==> config.mk <==
export PLATFORM = sky130hd
export DESIGN_NAME = json_string_escape_utf8_core_flat
export DESIGN_NICKNAME = d
export VERILOG_FILES = /design/src/rtl/core/jse_pkg.sv /design/src/rtl/core/jse_stream_if.sv /design/src/rtl/core/jse_plan.sv /design/src/rtl/core/jse_emit.sv /design/src/rtl/core/json_string_escape_utf8_core.sv /design/src/flat_wrapper.sv
export SDC_FILE = /design/constraint.sdc
export NUM_CORES = 1
export LEC_CHECK = 0
export BUFFER_PORTS_ARGS = -buffer_cell sky130_fd_sc_hd__buf_2
export CORE_ASPECT_RATIO = 1.75
export CORE_UTILIZATION = 45
export DETAILED_ROUTE_END_ITERATION = 12
export SLEW_MARGIN = 10
export SYNTH_ARGS = -nofsm -noshare
export SYNTH_HDL_FRONTEND = slang
export SYNTH_SLANG_ARGS = --single-unit
==> constraint.sdc <==
create_clock -name i_clk -period 6.5 [get_ports i_clk]
set_input_delay 0.975 -clock i_clk [delete_from_list [all_inputs] [get_ports i_clk]]
set_output_delay 0.975 -clock i_clk [all_outputs]
set_load 0.005 [all_outputs]
==> src/rtl/core/jse_pkg.sv <==
package jse_pkg;

    localparam int NUM_SLOTS = 6;
    localparam int NUM_HELD  = 3;

    typedef logic [2:0] t_slot_idx;

    localparam t_slot_idx SLOT_OPEN  = 3'd0;
    localparam t_slot_idx SLOT_H0    = 3'd1;
    localparam t_slot_idx SLOT_B     = 3'd4;
    localparam t_slot_idx SLOT_CLOSE = 3'd5;

    localparam logic [7:0] CH_QUOTE  = 8'h22;
    localparam logic [7:0] CH_BSLASH = 8'h5c;
    localparam logic [7:0] CH_U      = 8'h75;
    localparam logic [7:0] CH_ZERO   = 8'h30;

    typedef enum logic [2:0] {
        M_NONE,
        M_QUOTE,
        M_RAW,
        M_SHORT,
        M_HEX
    } t_mode;

    typedef struct packed {
        t_mode      mode;
        logic [7:0] data;
    } t_slot;

    typedef struct packed {
        t_slot [NUM_SLOTS-1:0] slots;
    } t_plan;

    function automatic logic [7:0] hex_digit(input logic [3:0] nib);
        logic [7:0] r;
        if (nib < 4'd10) begin
            r = 8'h30 + {4'd0, nib};
        end else begin
            r = 8'h57 + {4'd0, nib};
        end
        return r;
    endfunction

    function automatic logic [2:0] slot_len(input t_mode mode);
        logic [2:0] r;
        unique case (mode)
            M_QUOTE: r = 3'd1;
            M_RAW:   r = 3'd1;
            M_SHORT: r = 3'd2;
            M_HEX:   r = 3'd6;
            default: r = 3'd1;
        endcase
        return r;
    endfunction

    function automatic logic [7:0] slot_byte(input t_mode mode, input logic [7:0] data,
                                             input logic [2:0] sub);
        logic [7:0] r;
        unique case (mode)
            M_QUOTE: r = CH_QUOTE;
            M_RAW:   r = data;
            M_SHORT: r = (sub == 3'd0) ? CH_BSLASH : data;
            M_HEX: begin
                unique case (sub)
                    3'd0:    r = CH_BSLASH;
                    3'd1:    r = CH_U;
                    3'd2:    r = CH_ZERO;
                    3'd3:    r = CH_ZERO;
                    3'd4:    r = hex_digit(data[7:4]);
                    default: r = hex_digit(data[3:0]);
                endcase
            end
            default: r = data;
        endcase
        return r;
    endfunction

endpackage

==> src/rtl/core/jse_stream_if.sv <==
interface jse_in_if;
    logic       valid;
    logic       ready;
    logic [7:0] data_byte;
    logic       carries_byte;
    logic       end_of_string;

    modport source (output valid, data_byte, carries_byte, end_of_string, input ready);
    modport sink   (input valid, data_byte, carries_byte, end_of_string, output ready);
endinterface

interface jse_out_if;
    logic       valid;
    logic       ready;
    logic [7:0] out_byte;
    logic       last_of_run;
    logic       string_closed;

    modport source (output valid, out_byte, last_of_run, string_closed, input ready);
    modport sink   (input valid, out_byte, last_of_run, string_closed, output ready);
endinterface

==> src/rtl/core/jse_plan.sv <==
module jse_plan
    import jse_pkg::*;
(
    input  logic   i_clk,
    input  logic   i_rst_n,
    jse_in_if.sink i_item,
    input  logic   i_take,
    output logic   o_plan_valid,
    output t_plan  o_plan
);

    logic [7:0] r_held [NUM_HELD];
    logic [1:0] r_held_count;
    logic [2:0] r_seq_len;
    logic       r_inside;
    logic       r_plan_valid;
    t_plan      r_plan;

    logic [1:0] n_held_count;
    logic [2:0] n_seq_len;
    logic       n_inside;
    t_plan      n_plan;
    logic       n_store;
    logic [1:0] n_store_idx;

    logic       accept;
    logic       any_slot;

    assign i_item.ready = !r_plan_valid || i_take;
    assign accept       = i_item.valid && i_item.ready;

    always_comb begin
        logic [7:0] b;
        logic [7:0] lead;
        logic       pending;
        logic       ok;
        logic [7:0] esc;
        logic       is_lead;
        logic [2:0] lead_len;
        t_mode      held_mode;
        t_mode      b_mode;
        logic [7:0] b_data;

        b        = i_item.data_byte;
        lead     = r_held[0];
        pending  = r_held_count != 2'd0;
        is_lead  = (b >= 8'hc2) && (b <= 8'hf4);
        lead_len = (b < 8'he0) ? 3'd2 : (b < 8'hf0) ? 3'd3 : 3'd4;

        priority if (r_held_count == 2'd1 && lead == 8'he0) begin
            ok = (b >= 8'ha0) && (b <= 8'hbf);
        end else if (r_held_count == 2'd1 && lead == 8'hed) begin
            ok = (b >= 8'h80) && (b <= 8'h9f);
        end else if (r_held_count == 2'd1 && lead == 8'hf0) begin
            ok = (b >= 8'h90) && (b <= 8'hbf);
        end else if (r_held_count == 2'd1 && lead == 8'hf4) begin
            ok = (b >= 8'h80) && (b <= 8'h8f);
        end else begin
            ok = b[7:6] == 2'b10;
        end

        unique case (b)
            8'h22:   esc = 8'h22;
            8'h5c:   esc = 8'h5c;
            8'h08:   esc = 8'h62;
            8'h0c:   esc = 8'h66;
            8'h0a:   esc = 8'h6e;
            8'h0d:   esc = 8'h72;
            8'h09:   esc = 8'h74;
            default: esc = 8'h00;
        endcase

        held_mode    = M_NONE;
        b_mode       = M_NONE;
        b_data       = b;
        n_held_count = r_held_count;
        n_seq_len    = r_seq_len;
        n_store      = 1'b0;
        n_store_idx  = r_held_count;

        if (i_item.carries_byte) begin
            if (pending && ok) begin
                if (({1'b0, r_held_count} + 3'd1) >= r_seq_len) begin
                    held_mode    = M_RAW;
                    b_mode       = M_RAW;
                    n_held_count = 2'd0;
                    n_seq_len    = 3'd0;
                end else if (i_item.end_of_string) begin
                    held_mode = M_HEX;
                    b_mode    = M_HEX;
                end else begin
                    n_store      = 1'b1;
                    n_held_count = r_held_count + 2'd1;
                end
            end else begin
                if (pending) begin
                    held_mode = M_HEX;
                end
                n_held_count = 2'd0;
                n_seq_len    = 3'd0;
                if (esc != 8'h00) begin
                    b_mode = M_SHORT;
                    b_data = esc;
                end else if (b < 8'h20) begin
                    b_mode = M_HEX;
                end else if (b < 8'h80) begin
                    b_mode = M_RAW;
                end else if (is_lead) begin
                    if (i_item.end_of_string) begin
                        b_mode = M_HEX;
                    end else begin
                        n_store      = 1'b1;
                        n_store_idx  = 2'd0;
                        n_held_count = 2'd1;
                        n_seq_len    = lead_len;
                    end
                end else begin
                    b_mode = M_HEX;
                end
            end
        end else if (i_item.end_of_string && pending) begin
            held_mode = M_HEX;
        end

        if (i_item.end_of_string) begin
            n_held_count = 2'd0;
            n_seq_len    = 3'd0;
        end

        for (int i = 0; i < NUM_SLOTS; i++) begin
            n_plan.slots[i].mode = M_NONE;
            n_plan.slots[i].data = b;
        end
        if (!r_inside) begin
            n_plan.slots[SLOT_OPEN].mode = M_QUOTE;
        end
        for (int i = 0; i < NUM_HELD; i++) begin
            n_plan.slots[SLOT_H0 + 3'(i)].data = r_held[i];
            if (2'(i) < r_held_count) begin
                n_plan.slots[SLOT_H0 + 3'(i)].mode = held_mode;
            end
        end
        n_plan.slots[SLOT_B].mode = b_mode;
        n_plan.slots[SLOT_B].data = b_data;
        if (i_item.end_of_string) begin
            n_plan.slots[SLOT_CLOSE].mode = M_QUOTE;
        end
        n_inside = !i_item.end_of_string;
    end

    always_comb begin
        any_slot = 1'b0;
        for (int i = 0; i < NUM_SLOTS; i++) begin
            if (n_plan.slots[i].mode != M_NONE) begin
                any_slot = 1'b1;
            end
        end
    end

    always_ff @(posedge i_clk) begin
        if (!i_rst_n) begin
            r_held_count <= 2'd0;
            r_seq_len    <= 3'd0;
            r_inside     <= 1'b0;
            r_plan_valid <= 1'b0;
        end else begin
            if (accept) begin
                r_held_count <= n_held_count;
                r_seq_len    <= n_seq_len;
                r_inside     <= n_inside;
                r_plan_valid <= any_slot;
            end else if (i_take) begin
                r_plan_valid <= 1'b0;
            end
        end
    end

    always_ff @(posedge i_clk) begin
        if (accept) begin
            r_plan <= n_plan;
            if (n_store) begin
                r_held[n_store_idx] <= i_item.data_byte;
            end
        end
    end

    assign o_plan_valid = r_plan_valid;
    assign o_plan       = r_plan;

endmodule

==> src/rtl/core/jse_emit.sv <==
module jse_emit
    import jse_pkg::*;
(
    input  logic       i_clk,
    input  logic       i_rst_n,
    input  logic       i_plan_valid,
    input  t_plan      i_plan,
    output logic       o_take,
    jse_out_if.source  o_result
);

    logic [NUM_SLOTS-1:0] r_done;
    logic [2:0]           r_sub;
    logic                 r_out_valid;
    logic [7:0]           r_out_byte;
    logic                 r_out_last;
    logic                 r_out_closed;

    logic [NUM_SLOTS-1:0] active;
    logic [NUM_SLOTS-1:0] rest;
    t_slot_idx            cur;
    t_slot                cur_slot;
    logic                 slot_last;
    logic                 item_last;
    logic                 load;

    always_comb begin
        for (int i = 0; i < NUM_SLOTS; i++) begin
            active[i] = (i_plan.slots[i].mode != M_NONE) && !r_done[i];
        end
        cur = SLOT_OPEN;
        for (int i = NUM_SLOTS - 1; i >= 0; i--) begin
            if (active[i]) begin
                cur = t_slot_idx'(i);
            end
        end
        rest      = active & ~(NUM_SLOTS'(1) << cur);
        cur_slot  = i_plan.slots[cur];
        slot_last = r_sub == (slot_len(cur_slot.mode) - 3'd1);
        item_last = slot_last && (rest == '0);
    end

    assign load   = i_plan_valid && (!r_out_valid || o_result.ready);
    assign o_take = load && item_last;

    always_ff @(posedge i_clk) begin
        if (!i_rst_n) begin
            r_done      <= '0;
            r_sub       <= 3'd0;
            r_out_valid <= 1'b0;
        end else begin
            if (load) begin
                r_out_valid <= 1'b1;
                if (item_last) begin
                    r_done <= '0;
                    r_sub  <= 3'd0;
                end else if (slot_last) begin
                    r_done[cur] <= 1'b1;
                    r_sub       <= 3'd0;
                end else begin
                    r_sub <= r_sub + 3'd1;
                end
            end else if (o_result.ready) begin
                r_out_valid <= 1'b0;
            end
        end
    end

    always_ff @(posedge i_clk) begin
        if (load) begin
            r_out_byte   <= slot_byte(cur_slot.mode, cur_slot.data, r_sub);
            r_out_last   <= item_last;
            r_out_closed <= cur == SLOT_CLOSE;
        end
    end

    assign o_result.valid         = r_out_valid;
    assign o_result.out_byte      = r_out_byte;
    assign o_result.last_of_run   = r_out_last;
    assign o_result.string_closed = r_out_closed;

endmodule

==> src/rtl/core/json_string_escape_utf8_core.sv <==
// Channel   Direction  Payload
// i_item    in         data_byte[7:0], carries_byte, end_of_string
// o_result  out        out_byte[7:0], last_of_run, string_closed
//
// A transaction on i_item is decoded combinationally into a plan register; the plan
// is then sent out one byte per cycle, while o_result is ready, through a registered output.
// An item producing one byte sustains one transaction per cycle while o_result is ready;
// a longer item holds the plan register, and i_item off, until its last byte is loaded.
// Reset is synchronous and active low; it clears the open-string flag and drops held bytes.
// Stalls on o_result propagate back to i_item through the plan register.
module json_string_escape_utf8_core
    import jse_pkg::*;
(
    input  logic      i_clk,
    input  logic      i_rst_n,
    jse_in_if.sink    i_item,
    jse_out_if.source o_result
);

    logic  plan_valid;
    logic  take;
    t_plan plan;

    jse_plan u_plan (
        .i_clk        (i_clk),
        .i_rst_n      (i_rst_n),
        .i_item       (i_item),
        .i_take       (take),
        .o_plan_valid (plan_valid),
        .o_plan       (plan)
    );

    jse_emit u_emit (
        .i_clk        (i_clk),
        .i_rst_n      (i_rst_n),
        .i_plan_valid (plan_valid),
        .i_plan       (plan),
        .o_take       (take),
        .o_result     (o_result)
    );

endmodule
==> src/flat_wrapper.sv <==
// flat-port wrapper written by rule: the top's interface ports become plain ports
module json_string_escape_utf8_core_flat import jse_pkg::*;
  (i_clk, i_rst_n, i_item_valid, i_item_data_byte, i_item_carries_byte, i_item_end_of_string, i_item_ready, o_result_valid, o_result_out_byte, o_result_last_of_run, o_result_string_closed, o_result_ready);
  jse_in_if i_item_i ();
  jse_out_if o_result_i ();
  input  logic i_clk;
  input  logic i_rst_n;
  input wire logic [$bits(i_item_i.valid)-1:0] i_item_valid;
  input wire logic [$bits(i_item_i.data_byte)-1:0] i_item_data_byte;
  input wire logic [$bits(i_item_i.carries_byte)-1:0] i_item_carries_byte;
  input wire logic [$bits(i_item_i.end_of_string)-1:0] i_item_end_of_string;
  output wire logic [$bits(i_item_i.ready)-1:0] i_item_ready;
  output wire logic [$bits(o_result_i.valid)-1:0] o_result_valid;
  output wire logic [$bits(o_result_i.out_byte)-1:0] o_result_out_byte;
  output wire logic [$bits(o_result_i.last_of_run)-1:0] o_result_last_of_run;
  output wire logic [$bits(o_result_i.string_closed)-1:0] o_result_string_closed;
  input wire logic [$bits(o_result_i.ready)-1:0] o_result_ready;
  assign i_item_i.valid = i_item_valid;
  assign i_item_i.data_byte = i_item_data_byte;
  assign i_item_i.carries_byte = i_item_carries_byte;
  assign i_item_i.end_of_string = i_item_end_of_string;
  assign i_item_ready = i_item_i.ready;
  assign o_result_valid = o_result_i.valid;
  assign o_result_out_byte = o_result_i.out_byte;
  assign o_result_last_of_run = o_result_i.last_of_run;
  assign o_result_string_closed = o_result_i.string_closed;
  assign o_result_i.ready = o_result_ready;
  json_string_escape_utf8_core u_core (.i_clk(i_clk), .i_rst_n(i_rst_n), .i_item(i_item_i), .o_result(o_result_i));
endmodule
==> metrics.txt, run 1 <==
# TYPE chip_impl_metric gauge
chip_impl_metric{name="power.leakage",unit="nW"} 2.00
chip_impl_metric{name="cp_data_arrival_time",unit="ps"} 4300
chip_impl_metric{name="cts_setup_buffers",unit=""} 0
chip_impl_metric{name="hold_buffers",unit=""} 0
chip_impl_metric{name="worst_ir_drop_on_vdd",unit="µV"} 158
chip_impl_metric{name="layout_worst_path_cycle_share",unit="%"} 66.5
chip_impl_metric{name="fmaxAchievable",unit="GHz"} 0.231
chip_impl_metric{name="max_slew.worst_pin.slew",unit="ps"} 1090
chip_impl_metric{name="boundaryPins",unit=""} 26
chip_impl_info{name="worst_setup_path_start_kind",value="flop"} 1
chip_impl_metric{name="io_buffer_count",unit=""} 25
chip_impl_metric{name="start_util",unit="%"} 46.3
chip_impl_metric{name="finalWirelength",unit="µm"} 12000
chip_impl_metric{name="timing.critical_path.buf_inv",unit=""} 1
chip_impl_metric{name="synth_sequential_area_ratio",unit="%"} 56.0
chip_impl_metric{name="grt_usage",unit="%"} 21.2
chip_impl_metric{name="slew_headroom",unit="%"} 26.9
chip_impl_metric{name="number_of_instances_in_the_placed_design",unit=""} 589
chip_impl_metric{name="synthDominantCellAreaShare",unit="%"} 49.4
chip_impl_metric{name="power_density",unit="nW/µm²"} 270
chip_impl_metric{name="num_antenna_cells",unit=""} 0
chip_impl_metric{name="final_period_minus_worst_setup_slack",unit="ps"} 4320
chip_impl_metric{name="drt_pass1_iterations",unit=""} 4
chip_impl_metric{name="number_of_nets_produced_by_synthesis",unit=""} 472
chip_impl_metric{name="cell_area_after_technology_mapping",unit="µm²"} 5170
chip_impl_metric{name="overflow",unit=""} 0
chip_impl_info{name="crit_chain",value="o21bai_1 -> o2111ai_1 -> a221oi_2 -> a21o_2 -> o211ai_1 -> o211a_4 -> o31ai_4 -> buf_4 -> nand3b_2 -> a211oi_1"} 1
chip_impl_metric{name="finalWorstSetupSlack",unit="ps"} 2180
chip_impl_metric{name="net_count_reported_at_finish",unit=""} 495
chip_impl_metric{name="grt_max_degree",unit=""} 57
chip_impl_info{name="synth_top_flop_cell",value="sky130_fd_sc_hd__edfxtp_1"} 1
chip_impl_info{name="crit_path_top_delay_cell",value="sky130_fd_sc_hd__a211oi_1"} 1
chip_impl_metric{name="finalWeightedCongestion",unit=""} 0.889
chip_impl_metric{name="grt_pass1_vias",unit=""} 3659
chip_impl_metric{name="post_dr_vias_cell",unit=""} 6.03
chip_impl_metric{name="vias",unit=""} 3647
chip_impl_metric{name="htreeDepth",unit=""} 3
chip_impl_info{name="layout.cells.most_common",value="sky130_fd_sc_hd__edfxtp_1"} 1
chip_impl_metric{name="cpPeakStageDelay",unit="ps"} 880
chip_impl_metric{name="final-hold-violation-count",unit=""} 0
chip_impl_info{name="rsz_0062_raised_after_global_routing",value="false"} 1
chip_impl_info{name="cts.root.buffer_cell",value="sky130_fd_sc_hd__clkbuf_16"} 1
chip_impl_metric{name="dpl-instance-area",unit="µm²"} 5410
chip_impl_metric{name="floorplan.die_area",unit="µm²"} 11900
chip_impl_metric{name="fp.coreArea",unit="µm²"} 11200
chip_impl_info{name="timing.setup.critical_path_class",value="reg -> reg"} 1
chip_impl_metric{name="clkSinkCount",unit=""} 102
chip_impl_metric{name="antenna_found_initial",unit=""} 0
chip_impl_metric{name="instances_no_fill",unit=""} 605
chip_impl_metric{name="finish.instance_area",unit="µm²"} 5710
chip_impl_metric{name="grt_first_pass_wirelength",unit="µm"} 19200
chip_impl_metric{name="critical_path_required",unit="ps"} 6470
chip_impl_metric{name="drv.max_cap_violation_count",unit=""} 0
chip_impl_metric{name="path_max_fanout",unit=""} 56
chip_impl_metric{name="synth_edf_count",unit=""} 85
chip_impl_metric{name="synth-async-reset-ratio",unit="%"} 0
chip_impl_info{name="type_of_element_capturing_the_critical_path",value="flop"} 1
chip_impl_metric{name="final_layout_size_suffix_gt1_share",unit="%"} 15.2
chip_impl_info{name="final_cell_mix",value="85 x sky130_fd_sc_hd__edfxtp_1, 37 x sky130_fd_sc_hd__nor2_1, 27 x sky130_fd_sc_hd__a21oi_1"} 1
chip_impl_metric{name="clk-insertion-delay-late",unit="ps"} 350
chip_impl_info{name="synth_top_cells_by_area",value="sky130_fd_sc_hd__edfxtp_1 49%, sky130_fd_sc_hd__dfxtp_1 6.6%, sky130_fd_sc_hd__ha_1 3.1%"} 1
chip_impl_metric{name="die_w",unit="µm"} 83.0
chip_impl_metric{name="fin_tns_setup",unit="ps"} 0
chip_impl_metric{name="syn-instance-count",unit=""} 445
chip_impl_metric{name="tritoncts.num_buffers",unit=""} 9
chip_impl_metric{name="floorplan.rows",unit=""} 51
chip_impl_info{name="status",value="complete, no violations"} 1
chip_impl_metric{name="clk_path_buf_depth",unit=""} 2
chip_impl_metric{name="detailed_place_hpwl",unit="µm"} 8980
chip_impl_metric{name="area_growth_syn_to_layout",unit="%"} 10.5
chip_impl_metric{name="vertical_extent_of_the_die",unit="µm"} 144
chip_impl_metric{name="syn_warnings",unit=""} 0
chip_impl_metric{name="drc",unit=""} 0
chip_impl_metric{name="route.detailed.wl_per_inst",unit="µm"} 19.8
chip_impl_metric{name="clk_pin_slew_worst_paths",unit="ps"} 70
chip_impl_metric{name="cts-resized-gates",unit=""} 0
chip_impl_metric{name="final_max_slew_viol_count",unit=""} 0
chip_impl_info{name="yosysTopAreaCell",value="sky130_fd_sc_hd__edfxtp_1"} 1
chip_impl_info{name="cts_tree",value="done"} 1
chip_impl_metric{name="setup_viol_count_final",unit=""} 0
chip_impl_metric{name="drt_iter0_markers",unit=""} 204
chip_impl_metric{name="place_ws",unit="ps"} 2190
chip_impl_metric{name="finClkSkew",unit="ps"} 6.52
chip_impl_info{name="path_delay_family",value="compound AO/OA/AOI/OAI gates"} 1
chip_impl_metric{name="synth.ff_latch_count",unit=""} 102
chip_impl_metric{name="holdWs",unit="ps"} 420
chip_impl_info{name="hold_class",value="reg -> reg"} 1
chip_impl_metric{name="synth_area_per_cell",unit="µm²"} 11.6
chip_impl_metric{name="antenna_left",unit=""} 0
chip_impl_metric{name="ys_types",unit=""} 77
chip_impl_metric{name="fill_cells",unit=""} 972
[cell families (layout without fill, tap and decap cells)]
| kind of cell | count (synthesis) | in the layout | share of synthesized area [%] |
|---|---|---|---|
| AND/OR/NAND/NOR | 145 | 145 | 15.4 |
| XOR/XNOR | 2 | 2 | 0.339 |
| AO/OA/AOI/OAI | 143 | 143 | 21.5 |
| flip-flops | 102 | 102 | 56.0 |
| adder cells (fa/ha/maj) | 13 | 13 | 3.15 |
| multiplexers | 4 | 4 | 0.775 |
| buffers and inverters | 36 | 64 | 2.86 |
[through the flow]
stage	utilization, %	total power [mW]
after floorplan	-	0.953
after detailed placement	48.4	1.02
after global routing	51.1	1.60
after global placement	48.4	1.02
final	51.1	1.54
after CTS	51.1	1.55
[final cells by class]
type,instances,area [µm²],share of cell area (%)
clock buffers,9,225,3.94
clock inverters,7,78.8,1.38
inverters,20,75.1,1.31
multi-input cells,307,2130,37.2
flip-flops and latches,102,2890,50.7
well taps,132,165,2.89
repair buffers,28,148,2.59
[state kept, by name, summed over array words and instances, names as in the netlist]
name                                  flops
u_core.u_emit.o_result.valid              1
u_core.u_emit.o_result.out_byte           8
u_core.u_emit.r_sub                       3
u_core.u_emit.o_result.string_closed      1
u_core.u_emit.r_done                      6
u_core.u_plan.o_plan_valid                1
u_core.u_plan.r_seq_len                   3
u_core.u_plan.r_inside                    1
u_core.u_plan.r_held                     24
u_core.u_plan.o_plan                     51
u_core.u_emit.o_result.last_of_run        1
u_core.u_plan.r_held_count                2
[synthesized netlist by cell type (all sizes together) (6+ instances only)]
cell type,n
o21ai,29
nor2b,12
a21o,8
a21oi,29
nor4,7
nand2,21
nand2b,13
edfxtp,85
nor3,10
nor2,38
clkbuf,13
inv,19
ha,13
dfxtp,17
and3,6
a221oi,13
[report_power, final]
group          total (mW)  internal [mW]  switching, mW  leakage, nW
sequential          0.758          0.744         0.0138        0.939
combinational       0.248         0.0905          0.158        0.916
clock               0.537          0.272          0.264        0.148
[path summary, 6_finish.rpt]
| check | cells after the start | slack [ps] | start | to |
|---|---|---|---|---|
| worst max-delay path | 10 | 2180 | u_core.u_plan.o_plan[31] | u_core.u_plan.r_held[0][4] |
| worst min-delay path | 0 | 420 | u_core.u_plan.r_held[2][2] | u_core.u_plan.o_plan[35] |
| worst max register to register | 10 | 2180 | u_core.u_plan.o_plan[31] | u_core.u_plan.r_held[0][4] |
| worst min register to register | 0 | 420 | u_core.u_plan.r_held[2][2] | u_core.u_plan.o_plan[35] |
[worst reg2reg max path: cells and delay by family (launching register included)]
kind	cells	cell delay (ps)
buf+inv	1	590
simple gates	1	180
compound gates	8	2770
flops	1	410
[routing by layer]
layer	global-route usage (%)	wire length, µm	part of all wire, %	vias up
li1	-	-	-	1773
met1	21.3	4450	37	1764
met2	40.9	6830	57	84
met3	3.85	364	3.0	26
met4	11.3	357	3.0	0
met5	0	0	0	-
Note: power is estimated with default switching activity, not from simulation.
==> inputs of run 2 (changes only) <==
ABC_AREA = 1   (was unset)
clock period = 4.45 ns   (was 6.5 ns; I/O delays follow)
==> metrics.txt, run 2 <==
# TYPE chip_impl_metric gauge
chip_impl_info{name="status",value="complete, no violations"} 1
chip_impl_metric{name="grt_use_met2",unit="%"} 40.3
chip_impl_metric{name="final-hold-violation-count",unit=""} 0
chip_impl_info{name="worst_setup_path_start_kind",value="flop"} 1
chip_impl_metric{name="drt_pass1_iterations",unit=""} 4
chip_impl_metric{name="vertical_extent_of_the_die",unit="µm"} 144
chip_impl_metric{name="vias",unit=""} 3858
chip_impl_metric{name="synth.ff_latch_count",unit=""} 102
chip_impl_metric{name="fmaxAchievable",unit="GHz"} 0.286
chip_impl_metric{name="grt_first_pass_wirelength",unit="µm"} 18900
chip_impl_metric{name="synth-async-reset-ratio",unit="%"} 0
chip_impl_metric{name="overflow",unit=""} 0
chip_impl_metric{name="io_buffer_count",unit=""} 25
chip_impl_metric{name="cp_data_arrival_time",unit="ps"} 3480
chip_impl_metric{name="detailed_place_hpwl",unit="µm"} 9260
chip_impl_metric{name="clk-insertion-delay-late",unit="ps"} 350
chip_impl_info{name="synth_top_cells_by_area",value="sky130_fd_sc_hd__edfxtp_1 49%, sky130_fd_sc_hd__nand2_1 6.7%, sky130_fd_sc_hd__dfxtp_1 6.5%"} 1
chip_impl_metric{name="grt_pass1_vias",unit=""} 3880
chip_impl_info{name="type_of_element_capturing_the_critical_path",value="flop"} 1
chip_impl_info{name="layout.cells.most_common",value="sky130_fd_sc_hd__nand2_1"} 1
chip_impl_metric{name="final_max_slew_viol_count",unit=""} 0
chip_impl_metric{name="max_slew.worst_pin.slew",unit="ps"} 759
chip_impl_metric{name="layout.core_utilization",unit="%"} 52.0
chip_impl_metric{name="worst_ir_drop_on_vdd",unit="µV"} 232
chip_impl_metric{name="htreeDepth",unit=""} 3
chip_impl_info{name="rsz_0062_raised_after_global_routing",value="false"} 1
chip_impl_info{name="critical_path.most_common_cell",value="sky130_fd_sc_hd__nand2_1"} 1
chip_impl_metric{name="finClkSkew",unit="ps"} 13.2
chip_impl_metric{name="fp.coreArea",unit="µm²"} 11200
chip_impl_metric{name="synthDominantCellAreaShare",unit="%"} 49.1
chip_impl_metric{name="power.leakage",unit="nW"} 2.38
chip_impl_metric{name="critical_path_required",unit="ps"} 4430
chip_impl_metric{name="area_growth_syn_to_layout",unit="%"} 11.6
chip_impl_info{name="yosysTopAreaCell",value="sky130_fd_sc_hd__edfxtp_1"} 1
chip_impl_metric{name="power_density",unit="nW/µm²"} 399
chip_impl_metric{name="clkSinkCount",unit=""} 102
chip_impl_metric{name="instances_no_fill",unit=""} 715
chip_impl_info{name="timing.setup.critical_path_class",value="reg -> reg"} 1
chip_impl_info{name="synth_top_cells_by_count",value="93 x sky130_fd_sc_hd__nand2_1, 85 x sky130_fd_sc_hd__edfxtp_1, 77 x sky130_fd_sc_hd__inv_1"} 1
chip_impl_metric{name="fin_tns_setup",unit="ps"} 0
chip_impl_metric{name="tritoncts.num_buffers",unit=""} 9
chip_impl_metric{name="final_period_minus_worst_setup_slack",unit="ps"} 3490
chip_impl_metric{name="number_of_nets_produced_by_synthesis",unit=""} 572
chip_impl_info{name="crit_path_top_delay_cell",value="sky130_fd_sc_hd__nor2_1"} 1
chip_impl_metric{name="grt_usage",unit="%"} 20.9
chip_impl_metric{name="cts_setup_buffers",unit=""} 0
chip_impl_info{name="most_used_standard_cell_by_instance_count_after_synthesis",value="sky130_fd_sc_hd__nand2_1"} 1
chip_impl_metric{name="synth_area_per_cell",unit="µm²"} 9.54
chip_impl_metric{name="antenna_found_initial",unit=""} 0
chip_impl_metric{name="syn-instance-count",unit=""} 545
chip_impl_metric{name="die_w",unit="µm"} 83.3
chip_impl_metric{name="number_of_instances_in_the_placed_design",unit=""} 699
chip_impl_metric{name="finalWirelength",unit="µm"} 12000
chip_impl_info{name="top_usage_layer",value="met2"} 1
chip_impl_metric{name="grt_max_degree",unit=""} 52
chip_impl_info{name="hold_class",value="reg -> reg"} 1
chip_impl_metric{name="num_antenna_cells",unit=""} 0
chip_impl_metric{name="cpPeakStageDelay",unit="ps"} 590
chip_impl_metric{name="slew_headroom",unit="%"} 49.2
chip_impl_metric{name="post_dr_vias_cell",unit=""} 5.40
chip_impl_metric{name="cts-resized-gates",unit=""} 0
chip_impl_info{name="crit_chain",value="nor2_1 -> nand2_1 -> nand2_2 -> nand2_1 -> nand2_1 -> nand2_2 -> nand2_4 -> nand2_4 -> nand2_4 -> nor2_1 -> nor2_2 -> nand3_4 -> nand2_1 -> nand3_2 -> nor2_4 -> nand3_4 -> nand2_8 -> nand2_2 -> inv_2 -> nand3_2 -> nor2_1"} 1
chip_impl_metric{name="drt_iter0_markers",unit=""} 198
chip_impl_metric{name="synth_edf_count",unit=""} 85
chip_impl_metric{name="drc",unit=""} 0
chip_impl_info{name="cts.root.buffer_cell",value="sky130_fd_sc_hd__clkbuf_16"} 1
chip_impl_metric{name="antenna_left",unit=""} 0
chip_impl_metric{name="clk_pin_slew_worst_paths",unit="ps"} 80
chip_impl_metric{name="use_met1",unit="%"} 21.1
chip_impl_metric{name="net_count_reported_at_finish",unit=""} 605
chip_impl_info{name="cts_tree",value="done"} 1
chip_impl_metric{name="drv.max_cap_violation_count",unit=""} 0
chip_impl_metric{name="final_layout_size_suffix_gt1_share",unit="%"} 15.4
chip_impl_metric{name="setup_viol_count_final",unit=""} 0
chip_impl_metric{name="hold_buffers",unit=""} 0
chip_impl_metric{name="boundaryPins",unit=""} 26
chip_impl_metric{name="clk_path_buf_depth",unit=""} 2
chip_impl_metric{name="largest_reg_flops",unit=""} 51
chip_impl_metric{name="route.detailed.wl_per_inst",unit="µm"} 16.8
chip_impl_info{name="final_cell_mix",value="93 x sky130_fd_sc_hd__nand2_1, 85 x sky130_fd_sc_hd__edfxtp_1, 77 x sky130_fd_sc_hd__inv_1"} 1
chip_impl_metric{name="syn_warnings",unit=""} 0
chip_impl_metric{name="ys_types",unit=""} 49
chip_impl_metric{name="layout_worst_path_cycle_share",unit="%"} 78.5
chip_impl_metric{name="cell_area_after_technology_mapping",unit="µm²"} 5200
chip_impl_metric{name="synth_sequential_area_ratio",unit="%"} 55.6
chip_impl_info{name="synth_top_flop_cell",value="sky130_fd_sc_hd__edfxtp_1"} 1
chip_impl_metric{name="floorplan.rows",unit=""} 51
chip_impl_metric{name="use_met3",unit="%"} 3.20
chip_impl_metric{name="path_max_fanout",unit=""} 11
chip_impl_metric{name="start_util",unit="%"} 46.6
chip_impl_metric{name="floorplan.die_area",unit="µm²"} 12000
chip_impl_metric{name="finalWeightedCongestion",unit=""} 0.962
[run 2: cell count changes in the layout (fill, tap and decap cells not counted), moves of 7 or more]
cell | before | now
sky130_fd_sc_hd__nor2b_1 | 12 | 0
sky130_fd_sc_hd__nand3_2 | 0 | 7
sky130_fd_sc_hd__nand2b_1 | 13 | 0
sky130_fd_sc_hd__nand4_1 | 3 | 10
sky130_fd_sc_hd__nand2_2 | 0 | 8
sky130_fd_sc_hd__a221oi_1 | 9 | 1
sky130_fd_sc_hd__inv_2 | 0 | 10
sky130_fd_sc_hd__nand3_1 | 5 | 38
sky130_fd_sc_hd__nand2_1 | 21 | 93
sky130_fd_sc_hd__inv_1 | 19 | 77
sky130_fd_sc_hd__nor2_1 | 37 | 62
[run 2: critical path, delay by kind of cell, from the launching register on]
| family | cells | cell delay [ps] |
|---|---|---|
| buf+inv | 1 | 60 |
| simple gates | 20 | 2620 |
| flops | 1 | 410 |
[run 2: metal layers]
layer | part of all wire (%) | vias up | routed length, µm
li1 | - | 1939 | -
met1 | 38 | 1808 | 4530
met2 | 55 | 85 | 6620
met3 | 3.0 | 26 | 356
met4 | 3.9 | 0 | 470
met5 | 0 | - | 0
[run 2: path summary, 6_finish.rpt]
path                                                 start                    endpoint  slack (ps)  cells after the start
worst min register to register  u_core.u_plan.r_held[1][2]    u_core.u_plan.o_plan[24]         420                      0
worst min-delay path            u_core.u_plan.r_held[1][2]    u_core.u_plan.o_plan[24]         420                      0
worst max register to register    u_core.u_plan.o_plan[52]  u_core.u_plan.r_held[0][0]         960                     21
worst max-delay path              u_core.u_plan.o_plan[52]  u_core.u_plan.r_held[0][0]         960                     21
[run 2: cell type report]
| cell class | instances | area, µm² |
|---|---|---|
| Clock buffer | 9 | 225 |
| Clock inverter | 7 | 95.1 |
| Fill cell | 1029 | 5360 |
| Inverter | 89 | 334 |
| Multi-Input combinational cell | 348 | 1950 |
| Sequential cell | 102 | 2890 |
| Tap cell | 132 | 165 |
| Timing Repair Buffer | 28 | 148 |
[run 2: stage by stage]
step | cell area (µm²) | setup slack (ps) | power [mW] | hold slack [ps]
after global placement | 5490 | 1070 | 1.50 | 400
after global routing | 5810 | 656 | 2.41 | 427
final | 5810 | 959 | 2.31 | 415
after floorplan | 5200 | 1010 | 1.40 | 400
after CTS | 5810 | 943 | 2.33 | 422
after detailed placement | 5490 | 957 | 1.51 | 405
[run 2: cell families after synthesis]
kind of cell | share of synthesized area (%)
simple gates | 23.2
flops | 55.6
buf+inv | 6.95
compound gates | 11.0
fa+ha+maj | 3.13
[run 2: power breakdown]
group	total, mW	switching, mW	internal [mW]
sequential	1.11	0.0208	1.09
clock	0.831	0.377	0.454
combinational	0.374	0.257	0.117
total	2.31	0.655	1.66
